`src/hw/rtl/rsfc_pkg.sv`:
```
// ---------------------------------------------------------------------------
// rsfc_pkg
// Shared types and constants for the RGB sensor frequency color classifier.
// ---------------------------------------------------------------------------
package rsfc_pkg;

    localparam int WIN_W     = 16;
    localparam int SET_W     = 8;
    localparam int MS_W      = 16;
    localparam int HZ_W      = 26;
    localparam int CFG_W     = 16;
    localparam int CFG_IDX_W = 2;
    localparam int IN_W      = 8;
    localparam int OUT_W     = 88;
    localparam int FREQ_SCALE = 1000;
    localparam int SCALE_BITS = 10;     // bits needed for FREQ_SCALE

    localparam logic [HZ_W-1:0] HZ_MAX = '1;

    localparam logic [WIN_W-1:0] WIN_RST = 16'd100;
    localparam logic [SET_W-1:0] SET_RST = 8'd3;

    // register indexes
    localparam logic [CFG_IDX_W-1:0] REG_WINDOW = 2'd0;
    localparam logic [CFG_IDX_W-1:0] REG_SETTLE = 2'd1;
    localparam logic [CFG_IDX_W-1:0] REG_SCALE  = 2'd2;

    // measurement phase
    localparam logic [1:0] PH_IDLE   = 2'd0;
    localparam logic [1:0] PH_SETTLE = 2'd1;
    localparam logic [1:0] PH_COUNT  = 2'd2;

    // channel / class codes
    localparam logic [1:0] CH_RED   = 2'd0;
    localparam logic [1:0] CH_GREEN = 2'd1;
    localparam logic [1:0] CH_BLUE  = 2'd2;

    // filter select pin codes (S2, S3)
    localparam logic [1:0] PIN_RED   = 2'd0;
    localparam logic [1:0] PIN_GREEN = 2'd3;
    localparam logic [1:0] PIN_BLUE  = 2'd1;

    typedef struct packed {
        logic step;     // input word accepted
        logic commit;   // divider result written back
        logic load;     // load output register
    } rsfc_cmd_t;

    typedef struct packed {
        logic close;    // accepted word closes a count window
    } rsfc_status_t;

    typedef struct packed {
        logic [HZ_W-1:0] blue_hz;
        logic [HZ_W-1:0] green_hz;
        logic [HZ_W-1:0] red_hz;
        logic [1:0]      color_class;
        logic            done_res;
        logic            busy_res;
        logic [1:0]      filter_pins;
    } rsfc_result_t;

    function automatic logic [1:0] pin_code(input logic [1:0] ch);
        logic [1:0] p;
        unique case (ch)
            CH_RED:   p = PIN_RED;
            CH_GREEN: p = PIN_GREEN;
            default:  p = PIN_BLUE;
        endcase
        return p;
    endfunction

endpackage

```
`src/hw/rtl/rgb_sensor_freq_color_classifier_core.sv`:
```
// Takes one sensor sample word per cycle when not stalled and returns one result word for
// each. A word that closes a channel's count window starts a restoring divider that works
// out its frequency, count * 1000 / gate time, at one quotient bit per cycle (26 quotient
// bits at the default width); no sample is taken until the divider is done and its result
// is written back, which waits while the result side stalls. All other words are loaded
// straight into the result register; a new word enters in the cycle the waiting result
// word is taken, and a stalled result word stalls the input.
// ---------------------------------------------------------------------------
// rgb_sensor_freq_color_classifier_core
// Red/green/blue read sequencer for a light-to-frequency sensor with
// dominant color classification.
// ---------------------------------------------------------------------------
module rgb_sensor_freq_color_classifier_core #(
    parameter int COUNT_BITS = 16
) (
    input  logic                           aclk,
    input  logic                           aresetn,
    input  logic                           cfg_we,
    input  logic [rsfc_pkg::CFG_IDX_W-1:0] cfg_addr,
    input  logic [rsfc_pkg::CFG_W-1:0]     cfg_data,
    input  logic                           s_tvalid,
    output logic                           s_tready,
    input  logic [rsfc_pkg::IN_W-1:0]      s_tdata,  // start_req, pulse_edge, ms_tick
    output logic                           m_tvalid,
    input  logic                           m_tready,
    // filter_pins[1:0], busy_res, done_res, color_class[1:0], red_hz, green_hz, blue_hz
    output logic [rsfc_pkg::OUT_W-1:0]     m_tdata
);
    import rsfc_pkg::*;

    localparam int PW = COUNT_BITS + SCALE_BITS;

    rsfc_cmd_t    cmd;
    rsfc_status_t status;
    rsfc_result_t result;
    logic          div_start;
    logic          div_done;
    logic [PW-1:0] prod;
    logic [PW-1:0] quotient;
    logic [WIN_W-1:0] win;

    rsfc_ctrl u_ctrl (
        .aclk      (aclk),
        .aresetn   (aresetn),
        .s_tvalid  (s_tvalid),
        .s_tready  (s_tready),
        .m_tvalid  (m_tvalid),
        .m_tready  (m_tready),
        .status    (status),
        .div_done  (div_done),
        .div_start (div_start),
        .cmd       (cmd)
    );

    rsfc_datapath #(
        .COUNT_BITS (COUNT_BITS)
    ) u_datapath (
        .aclk       (aclk),
        .aresetn    (aresetn),
        .cfg_we     (cfg_we),
        .cfg_addr   (cfg_addr),
        .cfg_data   (cfg_data),
        .start_req  (s_tdata[0]),
        .pulse_edge (s_tdata[1]),
        .ms_tick    (s_tdata[2]),
        .cmd        (cmd),
        .status     (status),
        .prod       (prod),
        .win        (win),
        .quotient   (quotient),
        .result     (result)
    );

    rsfc_div #(
        .DW (PW),
        .VW (WIN_W)
    ) u_div (
        .aclk     (aclk),
        .aresetn  (aresetn),
        .start    (div_start),
        .dividend (prod),
        .divisor  (win),
        .done     (div_done),
        .quotient (quotient)
    );

    assign m_tdata = {{(OUT_W - $bits(rsfc_result_t)){1'b0}}, result};

endmodule

```
`src/hw/rtl/rsfc_div.sv`:
```
// ---------------------------------------------------------------------------
// rsfc_div
// Restoring divider, one quotient bit per cycle.
// ---------------------------------------------------------------------------
module rsfc_div #(
    parameter int DW = 26,
    parameter int VW = 16
) (
    input  logic          aclk,
    input  logic          aresetn,
    input  logic          start,
    input  logic [DW-1:0] dividend,
    input  logic [VW-1:0] divisor,
    output logic          done,
    output logic [DW-1:0] quotient
);
    localparam int CW = $clog2(DW + 1);

    logic          busy_reg, busy_next;
    logic          done_reg, done_next;
    logic [CW-1:0] cnt_reg, cnt_next;
    logic [DW-1:0] quo_reg, quo_next;
    logic [VW-1:0] rem_reg, rem_next;
    logic [VW-1:0] div_reg, div_next;
    logic [VW:0]   rem_sh;
    logic [VW:0]   rem_sub;

    always_comb begin
        busy_next = busy_reg;
        done_next = 1'b0;
        cnt_next  = cnt_reg;
        quo_next  = quo_reg;
        rem_next  = rem_reg;
        div_next  = div_reg;
        rem_sh    = {rem_reg, quo_reg[DW-1]};
        rem_sub   = rem_sh - {1'b0, div_reg};
        if (start) begin
            busy_next = 1'b1;
            cnt_next  = CW'(DW);
            quo_next  = dividend;
            rem_next  = '0;
            div_next  = divisor;
        end else if (busy_reg) begin
            if (rem_sh >= {1'b0, div_reg}) begin
                rem_next = rem_sub[VW-1:0];
                quo_next = {quo_reg[DW-2:0], 1'b1};
            end else begin
                rem_next = rem_sh[VW-1:0];
                quo_next = {quo_reg[DW-2:0], 1'b0};
            end
            cnt_next = cnt_reg - CW'(1);
            if (cnt_reg == CW'(1)) begin
                busy_next = 1'b0;
                done_next = 1'b1;
            end
        end
    end

    always_ff @(posedge aclk) begin
        if (!aresetn) begin
            busy_reg <= 1'b0;
            done_reg <= 1'b0;
            cnt_reg  <= '0;
        end else begin
            busy_reg <= busy_next;
            done_reg <= done_next;
            cnt_reg  <= cnt_next;
        end
        quo_reg <= quo_next;
        rem_reg <= rem_next;
        div_reg <= div_next;
    end

    assign done     = done_reg;
    assign quotient = quo_reg;

endmodule

```
`src/hw/rtl/rsfc_datapath.sv`:
```
// ---------------------------------------------------------------------------
// rsfc_datapath
// Config registers, measurement counters, channel results, output register.
// ---------------------------------------------------------------------------
module rsfc_datapath #(
    parameter int COUNT_BITS = 16
) (
    input  logic                                  aclk,
    input  logic                                  aresetn,
    input  logic                                  cfg_we,
    input  logic [rsfc_pkg::CFG_IDX_W-1:0]        cfg_addr,
    input  logic [rsfc_pkg::CFG_W-1:0]            cfg_data,
    input  logic                                  start_req,
    input  logic                                  pulse_edge,
    input  logic                                  ms_tick,
    input  rsfc_pkg::rsfc_cmd_t                   cmd,
    output rsfc_pkg::rsfc_status_t                status,
    output logic [COUNT_BITS+rsfc_pkg::SCALE_BITS-1:0] prod,
    output logic [rsfc_pkg::WIN_W-1:0]            win,
    input  logic [COUNT_BITS+rsfc_pkg::SCALE_BITS-1:0] quotient,
    output rsfc_pkg::rsfc_result_t                result
);
    import rsfc_pkg::*;

    localparam int PW = COUNT_BITS + SCALE_BITS;
    localparam int QW = (PW > HZ_W) ? PW : HZ_W;

    logic [WIN_W-1:0]      window_reg;
    logic [SET_W-1:0]      settle_reg;
    logic [1:0]            phase_reg, phase_next;
    logic [1:0]            channel_reg, channel_next;
    logic [MS_W-1:0]       ms_count_reg, ms_count_next;
    logic [COUNT_BITS-1:0] edge_count_reg, edge_count_next;
    logic [HZ_W-1:0]       red_reg, red_next;
    logic [HZ_W-1:0]       green_reg, green_next;
    logic [HZ_W-1:0]       blue_reg, blue_next;
    logic [1:0]            class_reg, class_next;
    logic                  done_next;
    rsfc_result_t          result_reg;

    logic [WIN_W-1:0]      win_eff;
    logic [MS_W-1:0]       ms_inc;
    logic [COUNT_BITS-1:0] edge_inc;
    logic                  close;
    logic [QW-1:0]         q_ext;
    logic [HZ_W-1:0]       hz;

    // scale register writes are not kept; nothing here depends on the scale code
    always_ff @(posedge aclk) begin
        if (!aresetn) begin
            window_reg <= WIN_RST;
            settle_reg <= SET_RST;
        end else if (cfg_we) begin
            if (cfg_addr == REG_WINDOW) begin
                window_reg <= cfg_data[WIN_W-1:0];
            end
            if (cfg_addr == REG_SETTLE) begin
                settle_reg <= cfg_data[SET_W-1:0];
            end
        end
    end

    always_comb begin
        win_eff  = (window_reg == '0) ? WIN_W'(1) : window_reg;
        ms_inc   = ms_count_reg + MS_W'(1);
        edge_inc = pulse_edge ? edge_count_reg + COUNT_BITS'(1) : edge_count_reg;
        close    = (phase_reg == PH_COUNT) && ms_tick && (ms_inc >= win_eff);
        q_ext    = QW'(quotient);
        hz       = (q_ext > QW'(HZ_MAX)) ? HZ_MAX : q_ext[HZ_W-1:0];

        phase_next      = phase_reg;
        channel_next    = channel_reg;
        ms_count_next   = ms_count_reg;
        edge_count_next = edge_count_reg;
        red_next        = red_reg;
        green_next      = green_reg;
        blue_next       = blue_reg;
        class_next      = class_reg;
        done_next       = 1'b0;

        if (cmd.step) begin
            unique case (phase_reg)
                PH_SETTLE: begin
                    if (ms_tick) begin
                        ms_count_next = ms_inc;
                        if (ms_inc >= MS_W'(settle_reg)) begin
                            ms_count_next   = '0;
                            edge_count_next = '0;
                            phase_next      = PH_COUNT;
                        end
                    end
                end
                PH_COUNT: begin
                    // a closing word is finished by the write-back
                    if (!close) begin
                        edge_count_next = edge_inc;
                        if (ms_tick) begin
                            ms_count_next = ms_inc;
                        end
                    end
                end
                default: begin
                    phase_next = PH_IDLE;
                    if (start_req) begin
                        channel_next    = CH_RED;
                        ms_count_next   = '0;
                        edge_count_next = '0;
                        phase_next      = (settle_reg == '0) ? PH_COUNT : PH_SETTLE;
                    end
                end
            endcase
        end

        if (cmd.commit) begin
            ms_count_next   = '0;
            edge_count_next = '0;
            phase_next      = (settle_reg == '0) ? PH_COUNT : PH_SETTLE;
            unique case (channel_reg)
                CH_RED: begin
                    red_next     = hz;
                    channel_next = CH_GREEN;
                end
                CH_GREEN: begin
                    green_next   = hz;
                    channel_next = CH_BLUE;
                end
                default: begin
                    blue_next  = hz;
                    phase_next = PH_IDLE;
                    done_next  = 1'b1;
                    // ties favor red, then green
                    if (red_reg >= green_reg && red_reg >= hz) begin
                        class_next = CH_RED;
                    end else if (green_reg >= red_reg && green_reg >= hz) begin
                        class_next = CH_GREEN;
                    end else begin
                        class_next = CH_BLUE;
                    end
                end
            endcase
        end
    end

    always_ff @(posedge aclk) begin
        if (!aresetn) begin
            phase_reg      <= PH_IDLE;
            channel_reg    <= CH_RED;
            ms_count_reg   <= '0;
            edge_count_reg <= '0;
            red_reg        <= '0;
            green_reg      <= '0;
            blue_reg       <= '0;
            class_reg      <= CH_RED;
        end else begin
            phase_reg      <= phase_next;
            channel_reg    <= channel_next;
            ms_count_reg   <= ms_count_next;
            edge_count_reg <= edge_count_next;
            red_reg        <= red_next;
            green_reg      <= green_next;
            blue_reg       <= blue_next;
            class_reg      <= class_next;
        end
    end

    always_ff @(posedge aclk) begin
        if (cmd.load) begin
            result_reg.filter_pins <= pin_code(channel_next);
            result_reg.busy_res    <= (phase_next != PH_IDLE);
            result_reg.done_res    <= done_next;
            result_reg.color_class <= class_next;
            result_reg.red_hz      <= red_next;
            result_reg.green_hz    <= green_next;
            result_reg.blue_hz     <= blue_next;
        end
    end

    assign status.close = close;
    assign prod   = PW'(edge_inc) * PW'(FREQ_SCALE);
    assign win    = win_eff;
    assign result = result_reg;

endmodule

```
`src/hw/rtl/rsfc_ctrl.sv`:
```
// ---------------------------------------------------------------------------
// rsfc_ctrl
// Handshake controller: input acceptance, divider sequencing, output valid.
// ---------------------------------------------------------------------------
module rsfc_ctrl (
    input  logic                   aclk,
    input  logic                   aresetn,
    input  logic                   s_tvalid,
    output logic                   s_tready,
    output logic                   m_tvalid,
    input  logic                   m_tready,
    input  rsfc_pkg::rsfc_status_t status,
    input  logic                   div_done,
    output logic                   div_start,
    output rsfc_pkg::rsfc_cmd_t    cmd
);
    import rsfc_pkg::*;

    localparam logic [1:0] CS_RUN = 2'd0;
    localparam logic [1:0] CS_DIV = 2'd1;
    localparam logic [1:0] CS_WB  = 2'd2;

    logic [1:0] state_reg, state_next;
    logic       m_valid_reg, m_valid_next;
    logic       out_free;

    always_comb begin
        out_free   = !m_valid_reg || m_tready;
        s_tready   = (state_reg == CS_RUN) && out_free;
        cmd.step   = s_tvalid && s_tready;
        cmd.commit = (state_reg == CS_WB) && out_free;
        cmd.load   = (cmd.step && !status.close) || cmd.commit;
        div_start  = cmd.step && status.close;

        state_next = state_reg;
        unique case (state_reg)
            CS_RUN: begin
                if (div_start) begin
                    state_next = CS_DIV;
                end
            end
            CS_DIV: begin
                if (div_done) begin
                    state_next = CS_WB;
                end
            end
            CS_WB: begin
                if (out_free) begin
                    state_next = CS_RUN;
                end
            end
            default: begin
                state_next = CS_RUN;
            end
        endcase

        m_valid_next = m_valid_reg;
        if (cmd.load) begin
            m_valid_next = 1'b1;
        end else if (m_tready) begin
            m_valid_next = 1'b0;
        end
    end

    always_ff @(posedge aclk) begin
        if (!aresetn) begin
            state_reg   <= CS_RUN;
            m_valid_reg <= 1'b0;
        end else begin
            state_reg   <= state_next;
            m_valid_reg <= m_valid_next;
        end
    end

    assign m_tvalid = m_valid_reg;

endmodule

```
`config.mk`:
```
export PLATFORM = sky130hd
export DESIGN_NAME = rgb_sensor_freq_color_classifier_core
export DESIGN_NICKNAME = d
export VERILOG_FILES = /design/src/hw/rtl/rsfc_pkg.sv /design/src/hw/rtl/rgb_sensor_freq_color_classifier_core.sv /design/src/hw/rtl/rsfc_div.sv /design/src/hw/rtl/rsfc_datapath.sv /design/src/hw/rtl/rsfc_ctrl.sv
export SDC_FILE = /design/constraint.sdc
export NUM_CORES = 1
export LEC_CHECK = 0
export ABC_CLOCK_PERIOD_IN_PS = 20500
export BUFFER_PORTS_ARGS = -buffer_cell sky130_fd_sc_hd__buf_2
export CAP_MARGIN = 5
export CORE_ASPECT_RATIO = 1.4
export CORE_UTILIZATION = 56
export CTS_CLUSTER_SIZE = 25
export DETAILED_ROUTE_END_ITERATION = 8
export GPL_ROUTABILITY_DRIVEN = 0
export PLACE_DENSITY = 0.75
export SETUP_SLACK_MARGIN = 0.05
export SLEW_MARGIN = 20
export SYNTH_ARGS = -nofsm -noshare
export SYNTH_HDL_FRONTEND = slang
export SYNTH_SLANG_ARGS = --single-unit
```
`constraint.sdc`:
```
create_clock -name aclk -period 20.5 [get_ports aclk]
set_input_delay 4.1 -clock aclk [delete_from_list [all_inputs] [get_ports aclk]]
set_output_delay 4.1 -clock aclk [all_outputs]
set_load 0.01 [all_outputs]
```
Yosys cells after proc, flatten, opt, wreduce, memory -nomap -nowiden
Index checks and enable logic that the tools add are counted. Widths: inputs -> output; s select.

Register bits after elaboration: 292. Output and inout bits: 90.

Bitwise logic cells: 2. Multipliers: 1. Equality and inequality tests: 15. Reduce and logical (&&, ||, !) cells: 33. Mux-type cells: 54. Order comparisons: 8. Add/sub/neg operators: 4.

Operator list (number): $mux 26 (9); $mux 16 (11); $ge 26x26->1 (4); $pmux 16 s2 (2); $mux 2 (18); $add 16x1->16 const B (2); $gt 26x26->1 const B (1); $mul 16x7->23 const B (1); $ge 17x16->1 (1); $ge 16x16->1 (1); $ge 16x8->1 (1); $logic_not 16->1 (1); $sub 16x16->16 (1); $pmux 2 s2 (3); $eq 2x1->1 const B (5); $mux 5 (2); $reduce_and 5->1 (2); $logic_and 1x1->1 (9); $logic_not 2->1 (4); $logic_not 8->1 (1); $mux 1 (8); $ne 2x2->1 const B (4); $reduce_or 2->1 (4); $ne 2x1->1 const B (3); other kinds (12) (19).

Longest topological paths before layout
Depth in word-level cells: 9. Mapped depth: 21. Gate-level depth less buffers: 20.

Modules after synthesis
Synthesis repeated with hierarchy kept, for this count alone.

Cells, all modules: 1785. Area, all modules: 17534.3 um^2.

Modules (own cells, without submodules): rsfc_datapath (seq. area each 5325.1 um^2, area each 13807.0 um^2, instances 1, cells each 1450); rsfc_div (seq. area each 1721.7 um^2, area each 3505.9 um^2, instances 1, cells each 307); rsfc_ctrl (seq. area each 60.1 um^2, area each 187.7 um^2, instances 1, cells each 23); rgb_sensor_freq_color_classifier_core (seq. area each 0.0 um^2, area each 33.8 um^2, instances 1, cells each 5).

Least setup slack after synthesis
OpenSTA, ideal clock, no wires.

Kind: input to register. Start: input s_tdata[1] (netlist name). End: register u_div.quo_reg[25], in the netlist u_div.quotient[25], data pin. Path slack: 11.139 ns. Stages on the path: 21. Data required time: 20.230 ns. Library setup time: 0.270 ns. Data arrival time: 9.092 ns. Path through: clkbuf_1 > nand3_1 > or3_1 > nor2_1 > and2_1 > nand2_1 > xnor2_1 > fa_1 > inv_1 > fa_1 > fa_1 > fa_1 > inv_1 > ha_1 > a211o_1 > a21oi_1 > o21a_1 > o21ai_0 > a211oi_1 > xnor2_1 > o21ai_0.

Cells in the longest elaborated chain, start to end: 3.

RTL lines: start: declaration (RTL line rgb_sensor_freq_color_classifier_core.sv:23) `input logic [rsfc_pkg::IN_W-1:0] s_tdata,`; $mux 16 (RTL line rsfc_datapath.sv:66) `edge_inc = pulse_edge ? edge_count_reg + COUNT_BITS'(1) : edge_count_reg;`; $mul 16x7->23 (RTL line rsfc_datapath.sv:179) `assign prod = PW'(edge_inc) * PW'(FREQ_SCALE);`; $mux 26 (RTL line rsfc_div.sv:37) `if (start) begin`; named net u_div.quo_next[25] (RTL line rsfc_div.sv:22) `logic [DW-1:0] quo_reg, quo_next;`; end signal: assignment (RTL line rsfc_div.sv:69) `quo_reg <= quo_next;`; end: declaration (RTL line rsfc_div.sv:22).

The timed path passes the listed nets, and every way through them passes these cells. A chain may end at the register's enable or synchronous reset.

Worst setup path after layout
Same ends and word-level chain as after synthesis.

==> flow_metrics.py <==
metrics = {
    "synth": {
        "netlist_area_um2": 17300,
        "synth_cell_types": 70,
        "synth_edf_count": 123,
        "async_flop_share_pct": 0,
        "ys_seq_area_share_pct": 41.0,
        "synth_seq_cells": 292,
        "postSynthCellCount": 1780,
        "avgSynthCellArea_um2": 9.70,
        "synth-main-ff-cell": "dfxtp_1",
        "yosysWarnings": 0,
    },
    "floorplan": {
        "die_x_um": 150,
        "fp-row-count": 75,
        "io_pins": 121,
        "die_area_um2": 31500,
        "core_um2": 30100,
        "die_h_um": 210,
        "start_util_pct": 57.3,
    },
    "clock_network": {
        "clock_latency_ns": 0.56,
        "root_buffer": "clkbuf_16",
        "cts.htree.levels": 1,
        "cts_resized": 0,
        "path_clk_slew_ns": 0.06,
        "cts_tree": "built",
        "post_cts_buffers": 0,
        "postCtsHoldBufs": 0,
        "clockBufferDepth": 3,
        "cts_made_buffers": 28,
        "clock_sinks": 292,
    },
    "setup_path": {
        "crit_fanout": 8,
        "cpPeakStageDelay_ns": 0.67,
        "reg2reg_slack_ns": 14.39,
        "worst_setup_path_start_kind": "input port",
        "crit_required_ns": 20.78,
        "reg2reg_depth": 18,
        "reg2reg_from": "u_datapath.edge_count_reg[2]",
        "critPathCaptureType": "register",
        "crit_type": "input port to register",
        "cp.buffers_inverters": 3,
        "arrival_ns": 9.61,
        "cp_slowest_cell": "xnor2_1",
        "r2r-end": "u_div.quotient[25]",
        "critical-path-top-delay-family": "adder cells",
        "crit_chain": "buf_2 > nand3_1 > or3_1 > xnor2_1 > xor2_1 > inv_1 > fa_1 > fa_1 > fa_1 > inv_1 > ha_1 > o21ai_0 > nor3b_1 > a221oi_1 > o21a_1 > o21ai_0 > a211oi_1 > xnor2_1 > o21ai_0",
    },
    "timing": {
        "tns_ns": 0,
        "fin_skew_ns": 0.0142,
        "slew_headroom_pct": 29.5,
        "setup_viol": 0,
        "period_share_pct": 45.5,
        "rsz0062_at_grt": "false",
        "period_needed_ns": 9.33,
        "hold_viol_final": 0,
        "slew_viol_final": 0,
        "max_freq_mhz": 107,
        "tightest_slew_ns": 1.06,
    },
    "min_path": {
        "holdPathStages": 2,
        "hp-class": "register to register",
        "min-delay-start": "u_datapath.ms_count_reg[6]",
        "whs_endpoint": "u_datapath.ms_count_reg[6]",
    },
    "layout": {
        "layout.nets": 2105,
        "multi_input_area_um2": 9140,
        "drive_gt1_share_pct": 11.1,
        "syn2layout_area_growth_pct": 10.3,
        "utilization_pct": 63.2,
        "largest_reg_flops": 84,
        "n_fill_cell": 2454,
        "num_antenna_cells": 0,
        "ff_latch_area_um2": 7080,
    },
    "drt": {
        "ant_nets": 0,
        "vias": 12700,
        "wl_per_cell_um": 15.9,
        "initialDrtViolationCount": 514,
        "drc": 0,
        "drt_wl_total_mm": 35.8,
        "firstDrtPassIters": 5,
        "vias_per_cell": 5.64,
    },
    "global_routing": {
        "antenna_found_initial": 1,
        "grt_max_degree": 119,
        "grt_usage_pct": 23.5,
        "grt_pass1_wl_mm": 60.2,
        "grt_overflow": 0,
        "grt_pass1_vias": 12700,
    },
    "power_and_ir_drop": {
        "p_leak_uw": 0.00823,
        "ir_drop_mv": 0.0655,
        "power.density_nw_per_um2": 63.2,
    },
    "status": {
        "status": "complete, no violations",
    },
    "placement": {
        "io_buffer_count": 111,
        "dp_hpwl_mm": 26.6,
    },
    "job": {
        "maxCapViolCount": 0,
    },
}
-- routing by layer --
layer	vias to the layer above	GRT usage, %	wire (um)
li1	6326	-	-
met1	6080	29.1	15300
met2	250	41.5	18000
met3	72	2.57	1420
met4	0	8.67	1140
met5	-	0	0
-- worst register-to-register path: stages (launching register included) --
cell and delay, ns:
dfxtp_1 0.46, nand4_1 0.18, or3_1 0.40, xnor2_1 0.67, xor2_1 0.25, inv_1 0.09, fa_1 0.56, fa_1 0.44
fa_1 0.54, inv_1 0.04, ha_1 0.36, o21ai_0 0.28, nor3b_1 0.09, a221oi_1 0.51, o21a_1 0.23, o21ai_0 0.17
a211oi_1 0.28, xnor2_1 0.18, o21ai_0 0.11
-- report_power, final --
part           total, uW  internal, uW  switching, uW
Sequential           617           614           3.85
Combinational       41.8          14.7           27.1
Clock                545           315            230
Total               1200           943            261
-- layout by cell type, fill, tap and decap left out, types with 52 or more instances in the layout --
cell type	n
a21oi_1	79
and2_1	88
buf_2	111
dfxtp_1	168
edfxtp_1	123
ha_1	174
inv_1	198
nand2_1	165
nand3_1	57
nor2_1	52
o21ai_0	119
-- Yosys cell counts, drive strengths merged, types with 5 or more instances --
cell type,instances,share of area [%]
fa,49,5.7
a21boi,17,0.74
buf,7,0.29
a21oi,79,2.3
or3,7,0.25
a31oi,8,0.29
nand4,28,1.0
ha,174,13
nor3,19,0.55
nor3b,5,0.25
mux2,27,1.8
a211oi,15,0.65
o31ai,16,0.70
a211o,5,0.25
edfxtp,123,21
o21a,13,0.57
o211ai,10,0.43
xor2,24,1.2
dfxtp,169,20
nor4,11,0.40
xnor2,48,2.4
nand2,165,3.6
and3,13,0.47
nand2b,14,0.51
inv,198,4.3
nand3,57,1.7
o21bai,7,0.30
and2,88,3.2
clkbuf,74,1.6
nor2b,23,0.83
nor2,53,1.2
mux2i,21,1.2
a2111oi,5,0.36
a21o,16,0.70
or4,7,0.30
and4,8,0.41
o21ai,131,3.8
-- metrics by stage --
stage / cell area [um^2] / power (uW) / cells / setup slack (ns) / hold slack, ns
finish: 19000 / 1200 / 2258 / 11.17 / 0.472
global route: 19000 / 1240 / 2258 / 10.75 / 0.488
CTS: 19000 / 1210 / 2258 / 11.20 / 0.471
detailed placement: 18100 / 672 / 2206 / 10.62 / 0.463
global placement: 18100 / 671 / 2206 / 10.72 / 0.449
floorplan: 17300 / 656 / 1783 / 11.14 / 0.439
-- worst max path at each step --
stage	from	cells past startpoint	end	slack (ns)
6_report	s_tdata[1]	19	u_div.quotient[25]	11.17
5_1_grt	s_tdata[1]	21	u_div.quotient[25]	10.75
4_1_cts	s_tdata[1]	19	u_div.quotient[25]	11.20
3_5_place_dp	s_tdata[1]	19	u_div.quotient[25]	10.62
3_3_place_gp	s_tdata[1]	21	u_div.quotient[25]	10.72
2_1_floorplan	s_tdata[1]	21	u_div.quotient[25]	11.14
-- logic make-up (layout without fill, tap and decap cells) --
kind of cell | Yosys count | in the layout | synth area share [%]
DFF | 292 | 292 | 41.0
adders and majority gates | 224 | 224 | 18.4
other | 1 | 4 | 0.0217
buffers and inverters | 280 | 370 | 6.23
and+or+nand+nor | 506 | 506 | 14.9
muxes | 48 | 48 | 2.98
xor gates and xnor gates | 72 | 72 | 3.65
AOI/OAI and AO/OA | 357 | 357 | 12.9
-- final cells by class --
class                      instances  area share (%)
inverter                         199            3.92
clock buffer                      32            3.92
clock inverter                    20            1.22
sequential                       292            37.2
timing repair buffer             119            3.23
multi-input combinational       1211            48.0
tap                              385            2.53
Power figures use the tool's default switching activity.
